$ cat src/design/luhn_pkg.sv
`timescale 1ns / 1ps

package luhn_pkg;

  localparam int unsigned DigitW = 4;
  localparam int unsigned LenW   = 5;
  localparam int unsigned SumW   = 4;

  localparam logic [LenW-1:0]   MaxCount = 5'd31;
  localparam logic [DigitW-1:0] MaxDigit = 4'd9;

  typedef enum logic [1:0] {
    KindInvalid    = 2'd0,
    KindAmex       = 2'd1,
    KindMastercard = 2'd2,
    KindVisa       = 2'd3
  } card_kind_e;

  typedef struct packed {
    card_kind_e      card_kind;
    logic            checksum_ok;
    logic [LenW-1:0] length_seen;
  } result_t;

  // luhn doubling: 2d with the digits of the product summed
  function automatic logic [SumW-1:0] doubled_digit(input logic [DigitW-1:0] d);
    logic [SumW-1:0] r;
    unique case (d)
      4'd0:    r = 4'd0;
      4'd1:    r = 4'd2;
      4'd2:    r = 4'd4;
      4'd3:    r = 4'd6;
      4'd4:    r = 4'd8;
      4'd5:    r = 4'd1;
      4'd6:    r = 4'd3;
      4'd7:    r = 4'd5;
      4'd8:    r = 4'd7;
      default: r = 4'd9;
    endcase
    return r;
  endfunction

  // both operands stay below ten, so one conditional subtract suffices
  function automatic logic [SumW-1:0] add_mod10(input logic [SumW-1:0] s,
                                                input logic [SumW-1:0] v);
    logic [SumW:0] t;
    t = {1'b0, s} + {1'b0, v};
    if (t >= 5'd10) begin
      t = t - 5'd10;
    end
    return t[SumW-1:0];
  endfunction

endpackage

$ cat src/design/luhn_digit_if.sv
`timescale 1ns / 1ps

interface luhn_digit_if;
  import luhn_pkg::*;

  logic              valid;
  logic              ready;
  logic [DigitW-1:0] digit;
  logic              last_digit;

  modport source (output valid, output digit, output last_digit, input ready);
  modport sink (input valid, input digit, input last_digit, output ready);
endinterface

$ cat src/design/luhn_result_if.sv
`timescale 1ns / 1ps

interface luhn_result_if;
  import luhn_pkg::*;

  logic            valid;
  logic            ready;
  logic [1:0]      card_kind;
  logic            checksum_ok;
  logic [LenW-1:0] length_seen;

  modport source (output valid, output card_kind, output checksum_ok, output length_seen,
                  input ready);
  modport sink (input valid, input card_kind, input checksum_ok, input length_seen,
                output ready);
endinterface

$ cat src/design/luhn_acc.sv
`timescale 1ns / 1ps

module luhn_acc import luhn_pkg::*; (
  input  logic              clk_i,
  input  logic              rst_ni,
  input  logic              step_i,
  input  logic [DigitW-1:0] digit_i,
  input  logic              last_i,
  output result_t           result_o
);

  logic [LenW-1:0]   count_q, count_d;
  logic [SumW-1:0]   sum_even_q, sum_even_d;
  logic [SumW-1:0]   sum_odd_q, sum_odd_d;
  logic [DigitW-1:0] lead_q, lead_d;
  logic [DigitW-1:0] second_q, second_d;

  logic [DigitW-1:0] dig;
  logic [SumW-1:0]   dbl;
  logic              pos_odd;
  logic [SumW-1:0]   sum_sel;
  logic [SumW-1:0]   lead_n, second_n;
  logic [LenW-1:0]   len;
  logic              ok;
  card_kind_e        kind;

  always_comb begin
    dig     = (digit_i > MaxDigit) ? MaxDigit : digit_i;
    dbl     = doubled_digit(dig);
    pos_odd = count_q[0];

    lead_n   = (count_q == '0) ? dig : lead_q;
    second_n = (count_q == LenW'(1)) ? dig : second_q;

    sum_even_d = add_mod10(sum_even_q, pos_odd ? dig : dbl);
    sum_odd_d  = add_mod10(sum_odd_q, pos_odd ? dbl : dig);
    len        = (count_q < MaxCount) ? count_q + LenW'(1) : count_q;

    sum_sel = len[0] ? sum_odd_d : sum_even_d;
    ok      = (sum_sel == '0);

    priority if (len == 5'd15 && lead_n == 4'd3 && (second_n == 4'd4 || second_n == 4'd7)) begin
      kind = KindAmex;
    end else if (len == 5'd16 && lead_n == 4'd5 && second_n >= 4'd1 && second_n <= 4'd5) begin
      kind = KindMastercard;
    end else if ((len == 5'd13 || len == 5'd16) && lead_n == 4'd4) begin
      kind = KindVisa;
    end else begin
      kind = KindInvalid;
    end

    result_o.card_kind   = ok ? kind : KindInvalid;
    result_o.checksum_ok = ok;
    result_o.length_seen = len;

    // a finished number leaves the state cleared for the next one
    if (last_i) begin
      count_d  = '0;
      lead_d   = '0;
      second_d = '0;
    end else begin
      count_d  = len;
      lead_d   = lead_n;
      second_d = second_n;
    end
  end

  always_ff @(posedge clk_i or negedge rst_ni) begin
    if (!rst_ni) begin
      count_q    <= '0;
      sum_even_q <= '0;
      sum_odd_q  <= '0;
      lead_q     <= '0;
      second_q   <= '0;
    end else if (step_i) begin
      count_q    <= count_d;
      sum_even_q <= last_i ? '0 : sum_even_d;
      sum_odd_q  <= last_i ? '0 : sum_odd_d;
      lead_q     <= lead_d;
      second_q   <= second_d;
    end
  end

  a_clear_after_last: assert property (@(posedge clk_i) disable iff (!rst_ni)
    step_i && last_i |=> count_q == '0 && sum_even_q == '0 && sum_odd_q == '0)
    else $error("state not cleared after final digit");

  a_sums_decimal: assert property (@(posedge clk_i) disable iff (!rst_ni)
    sum_even_q < 4'd10 && sum_odd_q < 4'd10)
    else $error("running sum left mod-10 range");

  a_count_moves: assert property (@(posedge clk_i) disable iff (!rst_ni)
    step_i && !last_i && count_q < MaxCount |=> count_q == $past(count_q) + LenW'(1))
    else $error("digit count did not advance");

endmodule

$ cat src/design/luhn_card_number_check.sv
`timescale 1ns / 1ps

// Luhn card number checker. Digits arrive on digit_i one per transfer, most
// significant first, with last_digit set on the final one; that transfer
// yields a single result on result_o (card class, checksum flag and digit
// count saturating at 31), other digits yield nothing. Throughput is one
// digit per cycle unless a stall holds the input: a digit is first registered
// in the input register, then the running sums update and any result is
// captured in the output register. Only a final digit waiting behind an
// untaken result holds the input back.
module luhn_card_number_check import luhn_pkg::*; (
  input  logic clk_i,
  input  logic rst_ni,
  luhn_digit_if.sink    digit_i,
  luhn_result_if.source result_o
);

  logic              in_valid_q;
  logic [DigitW-1:0] in_digit_q;
  logic              in_last_q;
  logic              advance;

  logic              out_valid_q, out_valid_d;
  result_t           out_q;
  result_t           res;

  // a non-final digit only updates the accumulator state, so it never waits on the output
  assign advance       = in_valid_q && (!in_last_q || !out_valid_q || result_o.ready);
  assign digit_i.ready = !in_valid_q || advance;

  always_ff @(posedge clk_i or negedge rst_ni) begin
    if (!rst_ni) begin
      in_valid_q <= 1'b0;
    end else if (digit_i.ready) begin
      in_valid_q <= digit_i.valid;
    end
  end

  always_ff @(posedge clk_i) begin
    if (digit_i.ready && digit_i.valid) begin
      in_digit_q <= digit_i.digit;
      in_last_q  <= digit_i.last_digit;
    end
  end

  luhn_acc u_acc (
    .clk_i    (clk_i),
    .rst_ni   (rst_ni),
    .step_i   (advance),
    .digit_i  (in_digit_q),
    .last_i   (in_last_q),
    .result_o (res)
  );

  always_comb begin
    if (advance && in_last_q) begin
      out_valid_d = 1'b1;
    end else if (result_o.ready) begin
      out_valid_d = 1'b0;
    end else begin
      out_valid_d = out_valid_q;
    end
  end

  always_ff @(posedge clk_i or negedge rst_ni) begin
    if (!rst_ni) begin
      out_valid_q <= 1'b0;
    end else begin
      out_valid_q <= out_valid_d;
    end
  end

  always_ff @(posedge clk_i) begin
    if (advance && in_last_q) begin
      out_q <= res;
    end
  end

  assign result_o.valid       = out_valid_q;
  assign result_o.card_kind   = out_q.card_kind;
  assign result_o.checksum_ok = out_q.checksum_ok;
  assign result_o.length_seen = out_q.length_seen;

  a_kind_needs_checksum: assert property (@(posedge clk_i) disable iff (!rst_ni)
    out_valid_q |-> out_q.checksum_ok || out_q.card_kind == KindInvalid)
    else $error("card class given with failed checksum");

  a_length_nonzero: assert property (@(posedge clk_i) disable iff (!rst_ni)
    out_valid_q |-> out_q.length_seen != '0)
    else $error("result with zero length");

  a_final_blocks: assert property (@(posedge clk_i) disable iff (!rst_ni)
    in_valid_q && in_last_q && out_valid_q && !result_o.ready |-> !digit_i.ready && !advance)
    else $error("final digit advanced over untaken result");

endmodule
$ cat src/flat_wrapper.sv
// flat-port wrapper written by rule: the top's interface ports become plain ports
module luhn_card_number_check_flat import luhn_pkg::*;
  (clk_i, rst_ni, digit_i_valid, digit_i_digit, digit_i_last_digit, digit_i_ready, result_o_valid, result_o_card_kind, result_o_checksum_ok, result_o_length_seen, result_o_ready);
  luhn_digit_if digit_i_i ();
  luhn_result_if result_o_i ();
  input  logic clk_i;
  input  logic rst_ni;
  input wire logic [$bits(digit_i_i.valid)-1:0] digit_i_valid;
  input wire logic [$bits(digit_i_i.digit)-1:0] digit_i_digit;
  input wire logic [$bits(digit_i_i.last_digit)-1:0] digit_i_last_digit;
  output wire logic [$bits(digit_i_i.ready)-1:0] digit_i_ready;
  output wire logic [$bits(result_o_i.valid)-1:0] result_o_valid;
  output wire logic [$bits(result_o_i.card_kind)-1:0] result_o_card_kind;
  output wire logic [$bits(result_o_i.checksum_ok)-1:0] result_o_checksum_ok;
  output wire logic [$bits(result_o_i.length_seen)-1:0] result_o_length_seen;
  input wire logic [$bits(result_o_i.ready)-1:0] result_o_ready;
  assign digit_i_i.valid = digit_i_valid;
  assign digit_i_i.digit = digit_i_digit;
  assign digit_i_i.last_digit = digit_i_last_digit;
  assign digit_i_ready = digit_i_i.ready;
  assign result_o_valid = result_o_i.valid;
  assign result_o_card_kind = result_o_i.card_kind;
  assign result_o_checksum_ok = result_o_i.checksum_ok;
  assign result_o_length_seen = result_o_i.length_seen;
  assign result_o_i.ready = result_o_ready;
  luhn_card_number_check u_core (.clk_i(clk_i), .rst_ni(rst_ni), .digit_i(digit_i_i), .result_o(result_o_i));
endmodule
$ cat config.mk
export PLATFORM = sky130hd
export DESIGN_NAME = luhn_card_number_check_flat
export DESIGN_NICKNAME = d
export VERILOG_FILES = /design/src/design/luhn_pkg.sv /design/src/design/luhn_digit_if.sv /design/src/design/luhn_result_if.sv /design/src/design/luhn_acc.sv /design/src/design/luhn_card_number_check.sv /design/src/flat_wrapper.sv
export SDC_FILE = /design/constraint.sdc
export NUM_CORES = 1
export LEC_CHECK = 0
export BUFFER_PORTS_ARGS = -buffer_cell sky130_fd_sc_hd__buf_2
export CAP_MARGIN = 30
export CELL_PAD_IN_SITES_DETAIL_PLACEMENT = 1
export CELL_PAD_IN_SITES_GLOBAL_PLACEMENT = 1
export CORE_ASPECT_RATIO = 1.75
export CORE_UTILIZATION = 49
export CTS_BUF_LIST = sky130_fd_sc_hd__clkbuf_4
export DETAILED_ROUTE_END_ITERATION = 8
export GPL_TIMING_DRIVEN = 0
export PLACE_DENSITY_LB_ADDON = 0.3
export SETUP_SLACK_MARGIN = 0.1
export SYNTH_ARGS = -nofsm -noshare
export SYNTH_HDL_FRONTEND = slang
export SYNTH_HIERARCHICAL = 1
export SYNTH_SLANG_ARGS = --single-unit
$ cat constraint.sdc
create_clock -name clk_i -period 5.1 [get_ports clk_i]
set_input_delay 0.765 -clock clk_i [delete_from_list [all_inputs] [get_ports clk_i]]
set_output_delay 0.765 -clock clk_i [all_outputs]
set_load 0.03 [all_outputs]
* Yosys cells after proc, flatten, opt, wreduce, memory -nomap -nowiden
Memory sizes are Yosys's and may differ from the RTL's.
Index checks and enable logic that the tools add are counted.
** Word-level totals
- Bits in registers :: 36
- Bits in latches :: 0
- RAM bits :: 0
- Memory bits (read-only) :: 64
- Input bits :: 9
- Output and inout bits :: 10
- Logic and storage cells :: 75
- Memories kept :: 1
** Cells by class
- $add $sub $neg :: 5
- Multiply operators :: 0
- Div/mod/pow operators :: 0
- Order comparisons :: 6
- Equal/unequal tests :: 9
- Shift-type cells :: 0
- Muxes and demuxes :: 19
- Bitwise logic cells :: 1
- Reductions and logical operators :: 21
** Memory list
- (no name shown) :: depth 16, bits a word 4, rd ports 1, clocked after Yosys merged registers in 0, write ports 0, line luhn_pkg.sv:28 : unique case (d)
** Operator list (number)
- $mux W4 :: 12
- $eq A4 B3 Y1 const B :: 4
- $add A4 B4 Y5 :: 2
- $eq A5 B4 Y1 const B :: 2
- $ge A5 B4 Y1 const B :: 2
- $mux W5 :: 2
- $logic_and A1 B1 Y1 :: 9
- $sub A4 B4 Y4 const B :: 2
- $add A5 B1 Y5 const B :: 1
- $eq A5 B1 Y1 const B :: 1
- $eq A5 B5 Y1 const B :: 1
- $logic_not A5 Y1 :: 1
- $logic_or A1 B1 Y1 :: 5
- $lt A5 B5 Y1 const B :: 1
- $eq A4 B2 Y1 const B :: 1
- $ge A4 B1 Y1 const B :: 1
- $gt A4 B4 Y1 const B :: 1
- $le A4 B3 Y1 const B :: 1
- $logic_not A4 Y1 :: 1
- $mux W2 :: 2
- $logic_not A1 Y1 :: 3
- $mux W1 :: 3
- $reduce_bool A2 Y1 :: 1
- $reduce_or A2 Y1 :: 1
- $not A1 Y1 :: 1

* Depth between registers and ports, before layout
An unclocked memory read counts as a cell.
- Depth in word-level cells :: 11
- Mapped depth :: 17

* By module
The synthesis kept the hierarchy.
** Modules (own cells, without submodules)
- luhn_acc :: instances 1, cells each 235, area an instance 2035.7 µm²
- luhn_card_number_check :: instances 1, cells each 23, area an instance 496.7 µm²

* Worst setup path before layout
OpenSTA, ideal clock, no wires.
- Path kind :: flip-flop to flip-flop
- Start point :: register u_core.u_acc.count_q[0]
- End point :: register u_core.out_q, in the netlist u_core/result_o.checksum_ok (data pin)
- Library setup time :: 0.125 ns
- Arrival :: 3.406 ns
- Required time :: 4.975 ns
- Setup slack :: 1.568 ns
- Cell stages (with the launch flop) :: 18
- Path buffers :: 3
- Clock period less this slack :: 3.532 ns
- Path through :: dfrtp_1 > clkbuf_1 > clkbuf_1 > inv_1 > a21oi_1 > o32a_1 > ha_1 > inv_1 > fa_1 > xor2_2 > ha_1 > inv_1 > a21oi_1 > o21ai_1 > a21o_1 > a2111o_1 > nand2_1 > buf_4
** On the way
- Word-level cells in the longest chain between the ends :: 6
- Elaborated cells between the ends (all ways) :: 15
- Those cells by class :: add/sub: 5; order compare: 3; mux: 6; reduce/logical: 1
** Ends and longest elaborated chain
- start: declaration :: line luhn_acc.sv:12 : logic [LenW-1:0] count_q, count_d;
- start signal: assignment :: line luhn_acc.sv:76 : count_q <= count_d;
- $mux W4 (on tied branches) :: line luhn_acc.sv:35, luhn_acc.sv:36
- $add A4 B4 Y5 :: line luhn_pkg.sv:47 : t = {1'b0, s} + {1'b0, v};
- $sub A4 B4 Y4 or $ge A5 B4 Y1 (tied branches) :: line luhn_pkg.sv:49, luhn_pkg.sv:48
- $mux W4 :: line luhn_pkg.sv:48 : if (t >= 5'd10) begin
- $mux W4 * :: line luhn_acc.sv:39 : sum_sel = len[0] ? sum_odd_d : sum_even_d;
- $logic_not A4 Y1 * :: line luhn_acc.sv:40 : ok = (sum_sel == '0);
- named net u_core.u_acc.ok :: line luhn_acc.sv:24 : logic ok;
- end signal: assignment :: line luhn_card_number_check.sv:75 : out_q <= res;
- end: declaration :: line luhn_card_number_check.sv:24 : result_t out_q;
The timed path passes the listed nets; every way through them passes the cells marked *.
A chain may end at the register's enable or synchronous reset.

* Worst setup path after layout
- Start point :: register u_core.u_acc.count_q[0]
- End point :: register u_core.out_q, in the netlist u_core/result_o.card_kind[0] (data pin)
** On the way
- Word-level cells in the longest chain between the ends :: 8
- Elaborated cells between the ends (all ways) :: 40
- Those cells by class :: add/sub: 5; order compare: 5; eq/ne: 9; mux: 11; reduce/logical: 10
** Ends and longest elaborated chain
- parallel branches: the longest is 8 deep, another holds $add A4 B4 Y5
Several ways; the timed one is not identified.

==> impl_metrics.toml <==
[clocking]
cts.clk_slew.worst_paths_ns = 0.11
cts_tree = "built"
cts_root_buffer = "clkbuf_4"
clk_latency_ns = 0.35
htree_num_levels = 2
post_cts_buffers = 0
clock_sinks = 36
cts_hold_buf = 0
clk_path_buf_depth = 2
numCtsBuffers = 5
post_cts_resized = 0

[placed_design]
dp_slack_ns = 0.932
hpwlAfterDp_mm = 4.84
postPlaceCellArea_mm2 = 0.00269
gp_congestion = 0.809
dp_cells = 330
port-buffer-count = 18

[synth]
synthMuxAreaShare = 0.0558
synth_top_area_share = 0.227
synth_edf_count = 13
synth_ff_type = "dfrtp_1"
netlist_area_mm2 = 0.00253
synth-compound-area-share = 0.223
yosys_warnings = 6
synth_most_common_cell = "dfrtp_1"
synth_largest_area_cell = "dfrtp_1"
synth_top_family_by_area = "compound AO/OA/AOI/OAI gates"
synth_xor_area_frac = 0.0267
synthCells = 258
synth_cell_types = 54
synthSimpleGateAreaFrac = 0.176
synthTopCellsByArea = "dfrtp_1 (23%), edfxtp_1 (15%), ha_1 (6.4%)"
ys_ff_latch = 36
synth_seq_area_share = 0.381
ys_async_sr_fraction = 0.639
syn-num-nets = 282
synthAdderAreaFrac = 0.0800
synth.avg_cell_area_um2 = 9.82
synth_commonest_cells = "dfrtp_1 (23), inv_1 (19), nand2_1 (17), nor2_1 (15)"

[final_layout]
final_net_count = 307
antenna_cells = 0
stdcell_count = 338
utilization = 0.551
area_growth_pct = 8.30
drive_gt1_frac = 0.158
fin_area_mm2 = 0.00274

[setup_path]
arrival_ns = 4.42
critPathKind = "flip-flop to flip-flop"
critical_path.cell_chain = "clkbuf_1, clkbuf_1, inv_1, a21oi_1, o32a_1, ha_1, inv_1, fa_1, xor2_2, ha_1, inv_1, a21oi_1, o21ai_1, a21o_1, a2111o_1, a21oi_1"
cp-end-kind = "flip-flop"
critPathSlowestCell = "a2111o_1"
start_kind = "flip-flop"
critical-path-top-delay-family = "compound AO/OA/AOI/OAI gates"
required_ns = 5.29
crit_fanout = 10
cp_num_buf_inv = 5
cp_slowest_stage_delay_ns = 0.47

[worst_hold_path]
worstHoldPathType = "input port to async pin"

[grt]
grt_pass1_wl_mm = 10.5
grt_max_degree = 24
grt_overflow = 0
grt_pass1_vias = 2241
antenna_found_initial = 0
grt.total_usage = 0.245

[sta]
tightestPinTransition_ns = 0.875
setup_violations = 0
rsz0062_at_grt = "no"
slew_viol_final = 0
skew_ns = 0.0110
fin_setup_tns_ns = 0
fin_crit_ns = 4.24
post-route-period-util = 0.831
setup_ws_ns = 0.861
maxSlewHeadroom = 0.414
hold_ws_ns = 0.400
clock.fmax_mhz = 236
hold_viol = 0

[floorplanning]
design.die.area_mm2 = 0.00547
rows = 34
die-width_um = 56.3
die_height_um = 97.1
coreArea_mm2 = 0.00498
ios = 19
start_util = 0.509

[detailed_routing]
drt_first_pass_iters = 4
vias = 2092
antenna_left = 0
via_per_inst = 6.19
drcViolationCount = 0
wl_per_cell_um = 18.4
drtIter0Drc = 60
wirelength_mm = 6.20

[power_and_ir_drop]
internal_power_mw = 0.656
switchingPower_mw = 0.471
p_total_mw = 1.13
swShare = 0.418
max-vdd-ir-drop_v = 0.000301
p_leak_nw = 1.21
p_per_area_mw_per_mm2 = 411
p_seq_frac = 0.334
clkPwrFrac = 0.134
pwr-share-comb = 0.532

[outcome]
outcome = "completed"

[job]
cap_violations = 0
-- state kept, by name (all words and copies together), names as in the netlist --
register,count
u_core/u_acc/second_q,4
u_core/u_acc/lead_q,4
u_core/result_o.length_seen,5
u_core/result_o.card_kind,2
u_core/u_acc/count_q,5
u_core/u_acc/sum_even_q,4
u_core/u_acc/sum_odd_q,4
u_core/in_valid_q,1
u_core/in_last_q,1
u_core/result_o.valid,1
u_core/result_o.checksum_ok,1
u_core/in_digit_q,4
-- routing by layer --
| layer | vias up | routed length [µm] | GRT usage |
|---|---|---|---|
| met2 | 37 | 3550 | 0.480 |
| met5 | - | 0 | 0 |
| li1 | 987 | - | - |
| met3 | 12 | 143 | 0.0333 |
| met4 | 0 | 144 | 0.0901 |
| met1 | 1056 | 2360 | 0.254 |
-- power by group through the flow --
stage / Sequential, mW / Combinational (mW) / Clock [mW]
after floorplan: 0.386 / 0.459 / 0
final: 0.376 / 0.599 / 0.151
after detailed placement: 0.383 / 0.592 / 0
after global routing: 0.383 / 0.661 / 0.164
after global placement: 0.380 / 0.570 / 0
after CTS: 0.377 / 0.597 / 0.152
-- logic make-up (layout without fill, tap and decap cells) --
logic type | count (synthesis) | in the layout
xor+xnor | 6 | 6
buf+inv | 34 | 60
flops | 36 | 36
compound gates | 77 | 77
mux | 14 | 14
fa+ha+maj | 15 | 15
simple gates | 76 | 76
-- worst register-to-register path: cells and delay by family, from the launching register on --
family,cells,cell delay [ns]
buf+inv,5,1.04
flops,1,0.40
compound gates,7,1.55
xor+xnor,1,0.24
fa+ha+maj,3,0.85
-- cell type report --
cell class / instances / area [µm²]
clock inverter: 2 / 7.51
fill: 597 / 2230
multi-input combinational: 188 / 1420
timing repair buffer: 18 / 90.1
clock buffer: 6 / 45.0
buffer: 15 / 72.6
inverter: 19 / 71.3
tap: 54 / 67.6
sequential: 36 / 966
-- cells in the final DEF, fill, tap and decap left out, types with 3 or more instances in the layout --
cell / instances
o21a_1: 4
o22ai_1: 4
a21o_1: 5
nor2b_1: 9
o31a_1: 3
nand2b_1: 5
nand3_1: 4
a21oi_2: 3
o2bb2ai_1: 4
ha_1: 13
nand2_1: 17
clkbuf_4: 6
o21ai_0: 11
nor3_1: 5
o21ai_1: 3
a32o_1: 5
buf_2: 22
a22o_1: 6
edfxtp_1: 13
nor2_1: 15
inv_1: 19
dfrtp_1: 23
nand3b_1: 6
mux2i_1: 13
xnor2_1: 4
a21oi_1: 12
clkbuf_1: 7
-- final timing paths --
path                                                from  slack (ns)  cells after the start                      endpoint
worst max-delay path             u_core/u_acc/count_q[0]        0.86                     16  u_core/result_o.card_kind[0]
worst min-delay path                              rst_ni        0.40                      1       u_core/u_acc/count_q[4]
worst max register to register   u_core/u_acc/count_q[0]        0.86                     16  u_core/result_o.card_kind[0]
worst min register to register  u_core/u_acc/second_q[1]        0.51                      1      u_core/u_acc/second_q[1]
max in group asynchronous                         rst_ni        4.32                      1     u_core/u_acc/sum_odd_q[0]
min in group clk_i              u_core/u_acc/second_q[1]        0.51                      1      u_core/u_acc/second_q[1]
No activity file was read; power rests on OpenSTA's default activity.
